`src/hdl/qolt_pkg.sv`:
```
`default_nettype none
// ----------------------------------------------------------------------------
// qolt_pkg
// Types, constants and helpers shared by the line tokenizer modules.
// ----------------------------------------------------------------------------
package qolt_pkg;

  localparam int unsigned TokenMaxLen = 256;
  localparam int unsigned TokenLimit  = 16;
  localparam int unsigned LenW        = $clog2(TokenMaxLen + 1);
  localparam int unsigned CntW        = 5;
  localparam int unsigned IdxW        = 4;
  localparam int unsigned QDepth      = 4;
  localparam int unsigned QPtrW       = $clog2(QDepth);

  localparam logic [7:0] ChNul    = 8'h00;
  localparam logic [7:0] ChBslash = 8'h5C;
  localparam logic [7:0] ChDquote = 8'h22;
  localparam logic [7:0] ChSquote = 8'h27;
  localparam logic [7:0] ChSemi   = 8'h3B;
  localparam logic [7:0] ChHash   = 8'h23;
  localparam logic [7:0] ChSpace  = 8'h20;
  localparam logic [7:0] ChTab    = 8'h09;
  localparam logic [7:0] ChCr     = 8'h0D;

  typedef enum logic [2:0] {
    MODE_INIT = 3'd0,
    MODE_DQ   = 3'd1,
    MODE_UQ   = 3'd2,
    MODE_SQ   = 3'd4,
    MODE_SKIP = 3'd5
  } scan_mode_e;

  typedef enum logic [1:0] {
    KIND_BYTE = 2'd0,
    KIND_END  = 2'd1,
    KIND_OK   = 2'd2,
    KIND_ERR  = 2'd3
  } res_kind_e;

  typedef enum logic [2:0] {
    ERR_NONE   = 3'd0,
    ERR_BSLASH = 3'd1,
    ERR_LONG   = 3'd2,
    ERR_DQUOTE = 3'd3,
    ERR_SQUOTE = 3'd4,
    ERR_RESID  = 3'd5
  } err_e;

  // one classified byte: an optional token result, then an optional verdict
  typedef struct packed {
    logic             has_tok;
    logic             tok_end;
    logic [7:0]       tok_byte;
    logic [IdxW-1:0]  tok_idx;
    logic             has_vrd;
    err_e             vrd_err;
    logic [CntW-1:0]  vrd_count;
  } entry_t;

  function automatic logic is_gap(input logic [7:0] c);
    return (c == ChNul) || (c == ChSpace) || ((c >= ChTab) && (c <= ChCr));
  endfunction

  function automatic logic esc_ok(input logic [7:0] c);
    return (c == ChBslash) || (c == ChDquote) || is_gap(c);
  endfunction

endpackage
`default_nettype wire

```
`src/hdl/quoted_option_line_tokenizer.sv`:
```
`default_nettype none
// ----------------------------------------------------------------------------
// quoted_option_line_tokenizer
// Splits a zero-terminated byte stream into quoted shell-style tokens.
// ----------------------------------------------------------------------------
// a result is written into the queue as its byte is taken and shows on the output ports from the queue head
// throughput: one byte per cycle while the queue is not full; the scanner keeps all line state in registers
// a byte that closes a token and ends the line gives two results, two pops
// a four-entry queue between scanner and sequencer absorbs output stalls
// reset: asynchronous, clears the scanner and the queue; max_tokens returns to 16
module quoted_option_line_tokenizer import qolt_pkg::*; (
  input  wire logic            clk_i,
  input  wire logic            rst_ni,
  input  wire logic            push,
  output logic                 full,
  input  wire logic [7:0]      ch_i,
  input  wire logic            cfg_we_i,
  input  wire logic [CntW-1:0] max_tokens_i,
  output logic                 empty,
  input  wire logic            pop,
  output logic [1:0]           kind_o,
  output logic [7:0]           out_byte_o,
  output logic [IdxW-1:0]      token_index_o,
  output logic [CntW-1:0]      token_count_o,
  output logic [2:0]           error_code_o,
  output logic                 last_o
);

  logic   q_full, q_empty;
  logic   byte_acc;
  entry_t f_ent;
  logic   f_valid;
  entry_t head;
  logic   head_pop;

  assign full     = q_full;
  assign byte_acc = push && !q_full;

  qolt_front u_front (
    .clk_i        (clk_i),
    .rst_ni       (rst_ni),
    .byte_valid_i (byte_acc),
    .ch_i         (ch_i),
    .cfg_we_i     (cfg_we_i),
    .max_tokens_i (max_tokens_i),
    .ent_o        (f_ent),
    .ent_valid_o  (f_valid)
  );

  qolt_fifo u_fifo (
    .clk_i    (clk_i),
    .rst_ni   (rst_ni),
    .wr_en_i  (f_valid),
    .wr_ent_i (f_ent),
    .rd_en_i  (head_pop),
    .rd_ent_o (head),
    .empty_o  (q_empty),
    .full_o   (q_full)
  );

  qolt_back u_back (
    .clk_i         (clk_i),
    .rst_ni        (rst_ni),
    .head_i        (head),
    .head_empty_i  (q_empty),
    .head_pop_o    (head_pop),
    .pop           (pop),
    .empty         (empty),
    .kind_o        (kind_o),
    .out_byte_o    (out_byte_o),
    .token_index_o (token_index_o),
    .token_count_o (token_count_o),
    .error_code_o  (error_code_o),
    .last_o        (last_o)
  );

endmodule
`default_nettype wire

```
`src/hdl/qolt_front.sv`:
```
`default_nettype none
// ----------------------------------------------------------------------------
// qolt_front
// Scanner state machine: classifies each accepted byte and builds one entry.
// ----------------------------------------------------------------------------
module qolt_front import qolt_pkg::*; (
  input  wire logic            clk_i,
  input  wire logic            rst_ni,
  input  wire logic            byte_valid_i,
  input  wire logic [7:0]      ch_i,
  input  wire logic            cfg_we_i,
  input  wire logic [CntW-1:0] max_tokens_i,
  output entry_t               ent_o,
  output logic                 ent_valid_o
);

  scan_mode_e      mode_q, mode_d;
  logic            esc_q, esc_d;
  logic [LenW-1:0] len_q, len_d;
  logic [CntW-1:0] tokd_q, tokd_d;
  err_e            perr_q, perr_d;
  logic [CntW-1:0] max_tok_q;
  logic [CntW-1:0] lim;

  assign lim = (max_tok_q > CntW'(TokenLimit)) ? CntW'(TokenLimit) : max_tok_q;

  always_comb begin : step
    scan_mode_e      m;
    logic            esc;
    logic [LenW-1:0] len;
    logic [CntW-1:0] tokd;
    err_e            perr;
    logic [7:0]      oc;
    logic            done;
    logic            comment;
    logic            stop;
    err_e            code;
    entry_t          ent;

    m       = mode_q;
    esc     = esc_q;
    len     = len_q;
    tokd    = tokd_q;
    perr    = perr_q;
    oc      = ChNul;
    done    = 1'b0;
    comment = 1'b0;
    stop    = 1'b0;
    code    = ERR_NONE;
    ent     = '0;

    if (mode_q == MODE_SKIP) begin
      if (ch_i == ChNul) begin
        ent.has_vrd   = 1'b1;
        ent.vrd_err   = perr_q;
        ent.vrd_count = tokd_q;
        m    = MODE_INIT;
        esc  = 1'b0;
        len  = '0;
        tokd = '0;
        perr = ERR_NONE;
      end
    end else begin
      if (!esc_q && (ch_i == ChBslash) && (mode_q != MODE_SQ)) begin
        esc = 1'b1;
      end else begin
        case (mode_q)
          MODE_INIT: begin
            if (!is_gap(ch_i)) begin
              if ((ch_i == ChSemi) || (ch_i == ChHash)) begin
                comment = 1'b1;
              end else if (!esc_q && (ch_i == ChDquote)) begin
                m = MODE_DQ;
              end else if (!esc_q && (ch_i == ChSquote)) begin
                m = MODE_SQ;
              end else begin
                oc = ch_i;
                m  = MODE_UQ;
              end
            end
          end
          MODE_UQ: begin
            if (!esc_q && is_gap(ch_i)) done = 1'b1;
            else oc = ch_i;
          end
          MODE_DQ: begin
            if (!esc_q && (ch_i == ChDquote)) done = 1'b1;
            else oc = ch_i;
          end
          MODE_SQ: begin
            if (ch_i == ChSquote) done = 1'b1;
            else oc = ch_i;
          end
          default: begin
          end
        endcase

        if (done) begin
          ent.has_tok = 1'b1;
          ent.tok_end = 1'b1;
          ent.tok_idx = tokd_q[IdxW-1:0];
          tokd        = tokd_q + CntW'(1);
          m           = MODE_INIT;
          len         = '0;
        end

        // comment and bad escape both drop into skip
        if (comment) begin
          m    = MODE_SKIP;
          esc  = 1'b0;
          perr = ERR_NONE;
          stop = 1'b1;
        end else if (esc_q && (oc != ChNul) && !esc_ok(oc)) begin
          m    = MODE_SKIP;
          esc  = 1'b0;
          perr = ERR_BSLASH;
          stop = 1'b1;
        end else begin
          esc = 1'b0;
        end
      end

      if (!stop && (oc != ChNul)) begin
        if (len_q >= LenW'(TokenMaxLen)) begin
          m    = MODE_SKIP;
          esc  = 1'b0;
          perr = ERR_LONG;
          stop = 1'b1;
        end else begin
          ent.has_tok  = 1'b1;
          ent.tok_end  = 1'b0;
          ent.tok_byte = oc;
          ent.tok_idx  = tokd[IdxW-1:0];
          len          = len_q + LenW'(1);
        end
      end

      if (!stop && ((tokd >= lim) || (ch_i == ChNul))) begin
        if (m == MODE_DQ) code = ERR_DQUOTE;
        else if (m == MODE_SQ) code = ERR_SQUOTE;
        else if (m != MODE_INIT) code = ERR_RESID;
        else code = ERR_NONE;
        if (ch_i == ChNul) begin
          ent.has_vrd   = 1'b1;
          ent.vrd_err   = code;
          ent.vrd_count = tokd;
          m    = MODE_INIT;
          esc  = 1'b0;
          len  = '0;
          tokd = '0;
          perr = ERR_NONE;
        end else begin
          m    = MODE_SKIP;
          esc  = 1'b0;
          perr = code;
        end
      end
    end

    mode_d      = m;
    esc_d       = esc;
    len_d       = len;
    tokd_d      = tokd;
    perr_d      = perr;
    ent_o       = ent;
    ent_valid_o = byte_valid_i && (ent.has_tok || ent.has_vrd);
  end

  always_ff @(posedge clk_i or negedge rst_ni) begin
    if (!rst_ni) begin
      mode_q    <= MODE_INIT;
      esc_q     <= 1'b0;
      len_q     <= '0;
      tokd_q    <= '0;
      perr_q    <= ERR_NONE;
      max_tok_q <= CntW'(TokenLimit);
    end else begin
      if (byte_valid_i) begin
        mode_q <= mode_d;
        esc_q  <= esc_d;
        len_q  <= len_d;
        tokd_q <= tokd_d;
        perr_q <= perr_d;
      end
      if (cfg_we_i) begin
        max_tok_q <= max_tokens_i;
      end
    end
  end

  a_skip_no_esc : assert property (@(posedge clk_i) disable iff (!rst_ni)
    (mode_q == MODE_SKIP) |-> !esc_q)
    else $error("escape pending while skipping");

  a_tokd_bound : assert property (@(posedge clk_i) disable iff (!rst_ni)
    tokd_q <= CntW'(TokenLimit))
    else $error("token count beyond limit");

  a_len_bound : assert property (@(posedge clk_i) disable iff (!rst_ni)
    len_q <= LenW'(TokenMaxLen))
    else $error("token length beyond maximum");

endmodule
`default_nettype wire

```
`src/hdl/qolt_fifo.sv`:
```
`default_nettype none
// ----------------------------------------------------------------------------
// qolt_fifo
// Short entry queue between the scanner and the result sequencer.
// ----------------------------------------------------------------------------
module qolt_fifo import qolt_pkg::*; (
  input  wire logic    clk_i,
  input  wire logic    rst_ni,
  input  wire logic    wr_en_i,
  input  entry_t       wr_ent_i,
  input  wire logic    rd_en_i,
  output entry_t       rd_ent_o,
  output logic         empty_o,
  output logic         full_o
);

  entry_t            mem_q [QDepth];
  logic [QPtrW-1:0]  wptr_q, wptr_d;
  logic [QPtrW-1:0]  rptr_q, rptr_d;
  logic [QPtrW:0]    cnt_q, cnt_d;
  logic              do_wr, do_rd;

  assign empty_o  = (cnt_q == '0);
  assign full_o   = (cnt_q == (QPtrW+1)'(QDepth));
  assign do_wr    = wr_en_i && !full_o;
  assign do_rd    = rd_en_i && !empty_o;
  assign rd_ent_o = mem_q[rptr_q];

  always_comb begin
    wptr_d = do_wr ? wptr_q + QPtrW'(1) : wptr_q;
    rptr_d = do_rd ? rptr_q + QPtrW'(1) : rptr_q;
    cnt_d  = cnt_q + (QPtrW+1)'(do_wr) - (QPtrW+1)'(do_rd);
  end

  always_ff @(posedge clk_i or negedge rst_ni) begin
    if (!rst_ni) begin
      wptr_q <= '0;
      rptr_q <= '0;
      cnt_q  <= '0;
    end else begin
      wptr_q <= wptr_d;
      rptr_q <= rptr_d;
      cnt_q  <= cnt_d;
    end
  end

  always_ff @(posedge clk_i) begin
    if (do_wr) begin
      mem_q[wptr_q] <= wr_ent_i;
    end
  end

  a_ptr_track : assert property (@(posedge clk_i) disable iff (!rst_ni)
    (cnt_q != (QPtrW+1)'(QDepth) && cnt_q != '0) |-> (wptr_q != rptr_q))
    else $error("queue pointers disagree with fill count");

endmodule
`default_nettype wire

```
`src/hdl/qolt_back.sv`:
```
`default_nettype none
// ----------------------------------------------------------------------------
// qolt_back
// Result sequencer: expands each queued entry into one or two results.
// ----------------------------------------------------------------------------
module qolt_back import qolt_pkg::*; (
  input  wire logic            clk_i,
  input  wire logic            rst_ni,
  input  entry_t               head_i,
  input  wire logic            head_empty_i,
  output logic                 head_pop_o,
  input  wire logic            pop,
  output logic                 empty,
  output logic [1:0]           kind_o,
  output logic [7:0]           out_byte_o,
  output logic [IdxW-1:0]      token_index_o,
  output logic [CntW-1:0]      token_count_o,
  output logic [2:0]           error_code_o,
  output logic                 last_o
);

  logic      sel_q, sel_d;
  logic      show_tok;
  logic      take;
  res_kind_e kind;

  // sel_q set: token part already taken, verdict part on the ports
  assign show_tok = head_i.has_tok && !sel_q;
  assign empty    = head_empty_i;
  assign take     = pop && !head_empty_i;

  always_comb begin
    if (show_tok) begin
      kind = head_i.tok_end ? KIND_END : KIND_BYTE;
    end else begin
      kind = (head_i.vrd_err == ERR_NONE) ? KIND_OK : KIND_ERR;
    end
    kind_o        = kind;
    out_byte_o    = (show_tok && !head_i.tok_end) ? head_i.tok_byte : 8'h00;
    token_index_o = show_tok ? head_i.tok_idx : '0;
    token_count_o = (kind == KIND_OK) ? head_i.vrd_count : '0;
    error_code_o  = (kind == KIND_ERR) ? head_i.vrd_err : ERR_NONE;
    last_o        = !show_tok || !head_i.has_vrd;
  end

  always_comb begin
    sel_d      = sel_q;
    head_pop_o = 1'b0;
    if (take) begin
      if (show_tok && head_i.has_vrd) begin
        sel_d = 1'b1;
      end else begin
        sel_d      = 1'b0;
        head_pop_o = 1'b1;
      end
    end
  end

  always_ff @(posedge clk_i or negedge rst_ni) begin
    if (!rst_ni) begin
      sel_q <= 1'b0;
    end else begin
      sel_q <= sel_d;
    end
  end

  a_sel_pair : assert property (@(posedge clk_i) disable iff (!rst_ni)
    sel_q |-> (!head_empty_i && head_i.has_tok && head_i.has_vrd))
    else $error("verdict half selected on an entry without two results");

endmodule
`default_nettype wire

```
`config.mk`:
```
export PLATFORM = sky130hd
export DESIGN_NAME = quoted_option_line_tokenizer
export DESIGN_NICKNAME = d
export VERILOG_FILES = /design/src/hdl/qolt_pkg.sv /design/src/hdl/quoted_option_line_tokenizer.sv /design/src/hdl/qolt_front.sv /design/src/hdl/qolt_fifo.sv /design/src/hdl/qolt_back.sv
export SDC_FILE = /design/constraint.sdc
export NUM_CORES = 1
export LEC_CHECK = 0
export BUFFER_PORTS_ARGS = -buffer_cell sky130_fd_sc_hd__buf_2
export CAP_MARGIN = 25
export CELL_PAD_IN_SITES_DETAIL_PLACEMENT = 2
export CELL_PAD_IN_SITES_GLOBAL_PLACEMENT = 2
export CORE_MARGIN = 2
export CORE_UTILIZATION = 39
export CTS_CLUSTER_DIAMETER = 40
export CTS_CLUSTER_SIZE = 10
export DETAILED_ROUTE_END_ITERATION = 16
export MAX_ROUTING_LAYER = met4
export PLACE_DENSITY = 0.8
export SETUP_SLACK_MARGIN = 0.15
export SLEW_MARGIN = 20
export SYNTH_ARGS = -nofsm -noshare
export SYNTH_HDL_FRONTEND = slang
export SYNTH_SLANG_ARGS = --single-unit
```
`constraint.sdc`:
```
create_clock -name clk_i -period 4 [get_ports clk_i]
set_clock_uncertainty 0.15 [all_clocks]
set_input_delay 0.4 -clock clk_i [delete_from_list [all_inputs] [get_ports clk_i]]
set_output_delay 0.4 -clock clk_i [all_outputs]
set_load 0.02 [all_outputs]
```
==> impl_results.md <==
* Status: finished clean
* WHS at 0.0510 ns
* CP max FO at 4
* Reg2reg start: u_front.esc_q$_DFFE_PN0P_
* Pin count of the biggest net entering global routing at 35
* Drt first pass iters at 4
* Area taken by multi-input logic gates at 2540 µm²
* EDFF count, synth at 92
* Die height at 130 µm
* Yosys reg bits at 126
* Slew Viols, Final at 0
* Fin crit share at 98.9%
* Vias per inst at 5.54
* Syn Area/Cell at 13.2 µm²
* RSZ-0062 raised after global routing: yes
* Register area share after synthesis at 58.2%
* CP Launch Type: primary input
* Pint at 0.00381 W
* Nets at 598
* Wirelength per Cell at 24.6 µm
* Reg area at 3620 µm²
* Hold Fails Final Rpt at 0
* Vias in the first global route at 4978
* Fin Setup TNS at 0 ns
* Area growth syn-to-layout at 26.2%
* Clock Latency Late Sink at 0.43 ns
* Core area at 15700 µm²
* Cell leakage power at 3.11 nW
* Die ar. at 17000 µm²
* CTS tree: yes
* Global Route Usage Sum at 24.7%
* Final Critical Period at 3.96 ns
* Sequential share of power at 33.4%
* Clock power share at 26.4%
* Power Dens Cells at 778 nW/µm²
* # diodes at 0
* Relative slew slack at 39.7%
* Hold Startpoint: max_tokens_i[1]
* First-pass GRT wire length at 29300 µm
* Leading cell types in the layout, fill and taps excluded: edfxtp_1, buf_4, buf_2
* Most common cell after layout, fill and taps aside: edfxtp_1
* Final Wtd Congestion at 0.841
* Yosys warns at 0
* Routed WL at 19500 µm
* Sw frac at 37.7%
* DRC at 0
* PortBufs at 42
* Root Driver: clkbuf_16
* Critical path data arrival time at 4.11 ns
* Clock Tree Buf Depth at 2
* Top Ports at 43
* Count of cell types in the netlist at 72
* Clk pin slew, worst setup/hold paths at 0.06 ns
* Mapped Cells at 470
* Net Sw Power at 0.00230 W
* Worst Tran Pin Value at 0.898 ns
* # setup viols final at 0
* Clk sinks at 126
* CP Data Required Time at 4.16 ns
* Max VDD drop at 313 µV
* Initial antenna violation count at 0
* Worst setup EP type: flop
* Die W at 130 µm
* Main flop type after synthesis: edfxtp_1
* Starting DRC count in detailed routing at 289
* Layout cells sized above 1 at 35.0%
* Post-route ant nets at 0
* Vias after detailed routing at 4390
* Combinational Power Share at 40.3%
* Net Count, Synth at 504
* H-tree Lvls at 4
* # fillers at 1523
* Max Freq at 0.253 GHz
* Worst slack, placed at -0.491 ns
* Detail Placement HPWL at 12400 µm
* Post-route setup slack at 0.0441 ns
* Async S/R FF share, synth at 27.0%
* Starting Density at 39.6%
* Core Rows at 46
* Hold crit path type: in -> reg
* Max capacitance violation total at 0
* Crit path kind: in -> reg
* Remaining global-route overflow at 0
* Setup crit start: ch_i[6]
* Num CTS Buffers at 17
* Post-Syn Area at 6220 µm²
* Final design utilization at 49.9%
-- critical path: stages --
cell	delay, ns
buf_6	0.09
or4_4	0.53
buf_4	0.16
or3_4	0.38
nor2_4	0.08
nand2_1	0.08
o21a_4	0.17
clkinv_4	0.05
ha_4	0.18
mux2i_2	0.18
ha_1	0.26
nand2b_4	0.14
a21o_1	0.15
a21o_1	0.16
a21o_1	0.18
a211oi_2	0.23
buf_4	0.18
nor2_4	0.04
nor4b_2	0.17
a221o_1	0.28
-- power groups by stage --
| stage | combinational (W) | clock, W | sequential, W |
|---|---|---|---|
| floorplan | 0.00156 | 0 | 0.00193 |
| global placement | 0.00217 | 0 | 0.00199 |
| detailed placement | 0.00232 | 0 | 0.00204 |
| CTS | 0.00240 | 0.00166 | 0.00203 |
| global route | 0.00268 | 0.00169 | 0.00207 |
| finish | 0.00246 | 0.00161 | 0.00204 |
-- synth_stat cells (all sizes together) (2+ instances only) --
cell type | instances | area, µm²
a21boi | 2 | 15.0
o21a | 2 | 15.0
nor2b | 18 | 113
nor3b | 5 | 37.5
or2 | 4 | 25.0
a221o | 6 | 61.3
dfrtp | 33 | 826
ha | 15 | 188
inv | 31 | 116
nand2b | 8 | 50.1
buf | 8 | 52.6
a211o | 2 | 17.5
xnor2 | 7 | 61.3
and3 | 9 | 61.3
nor4 | 3 | 33.8
or4 | 5 | 52.6
mux2i | 4 | 40.0
xor2 | 4 | 35.0
o21ai | 20 | 100
or3 | 5 | 31.3
a41o | 2 | 20.0
o22ai | 4 | 25.0
mux2 | 5 | 56.3
a211oi | 4 | 30.0
a21o | 3 | 22.5
nor3 | 14 | 75.1
nand3 | 7 | 35.0
nand4b | 3 | 26.3
nand2 | 33 | 126
mux4 | 23 | 518
nor2 | 18 | 67.6
a21oi | 6 | 30.0
o221ai | 3 | 38.8
and2 | 16 | 100
edfxtp | 92 | 2760
clkbuf | 13 | 48.8
nand4 | 7 | 43.8
o31ai | 4 | 30.0
-- state kept, by name, indices dropped and copies added (netlist names) --
register           count
u_front.esc_q          1
u_front.tokd_q         5
u_front.max_tok_q      5
u_front.len_q          9
u_fifo.rptr_q          2
u_fifo.cnt_q           3
u_fifo.wptr_q          2
u_back.sel_q           1
u_fifo.mem_q          92
u_front.mode_q         3
u_front.perr_q         3
-- final timing paths --
path	cells after the start	slack, ns	end
min	2	0.05	u_front.max_tok_q[1]$_DFFE_PN0P_
max reg2reg	16	0.16	u_front.perr_q[0]$_DFFE_PN0P_
min reg2reg	1	0.38	u_front.perr_q[2]$_DFFE_PN0P_
max in group asynchronous	2	2.65	u_front.mode_q[2]$_DFFE_PN0P_
min in group asynchronous	2	0.46	u_front.len_q[0]$_DFFE_PN0P_
max	20	0.04	u_front.perr_q[0]$_DFFE_PN0P_
-- cell type report --
cell class,instances,share of cell area [%]
clock inverters,15,2.38
multi-input cells,291,32.3
flip-flops and latches,126,46.1
inverters,32,1.59
repair buffers,96,8.72
well taps,216,3.44
clock buffers,17,5.42
-- per-layer routing --
metal / global-route usage (%) / routed length, µm
met2: 42.8 / 10500
met4: 7.59 / 263
met1: 28.8 / 8200
met5: - / 0
met3: 5.58 / 486
-- logic make-up after synthesis --
group / after synthesis / synth area share (%)
mux: 32 / 9.88
simple gates: 159 / 14.8
buf+inv: 53 / 3.56
xor+xnor: 11 / 1.55
compound gates: 72 / 8.58
flops: 126 / 58.2
fa+ha+maj: 17 / 3.50
-- metrics by stage --
step	area, µm²	cells	total power, W
after floorplan	6260	470	0.00348
after global placement	7040	755	0.00416
after detailed placement	7040	755	0.00435
after CTS	7740	791	0.00608
after global routing	7850	793	0.00643
final	7850	793	0.00611
-- what timing repair did --
item,in CTS,in global routing
gates cloned,0,0
pin swaps,10,12
gates resized for setup,10,23
setup endpoints to repair,49,98
buffers inserted,3,2
hold endpoints to repair,33,0
hold buffers,1,0
Note: power is estimated with default switching activity, not from simulation.
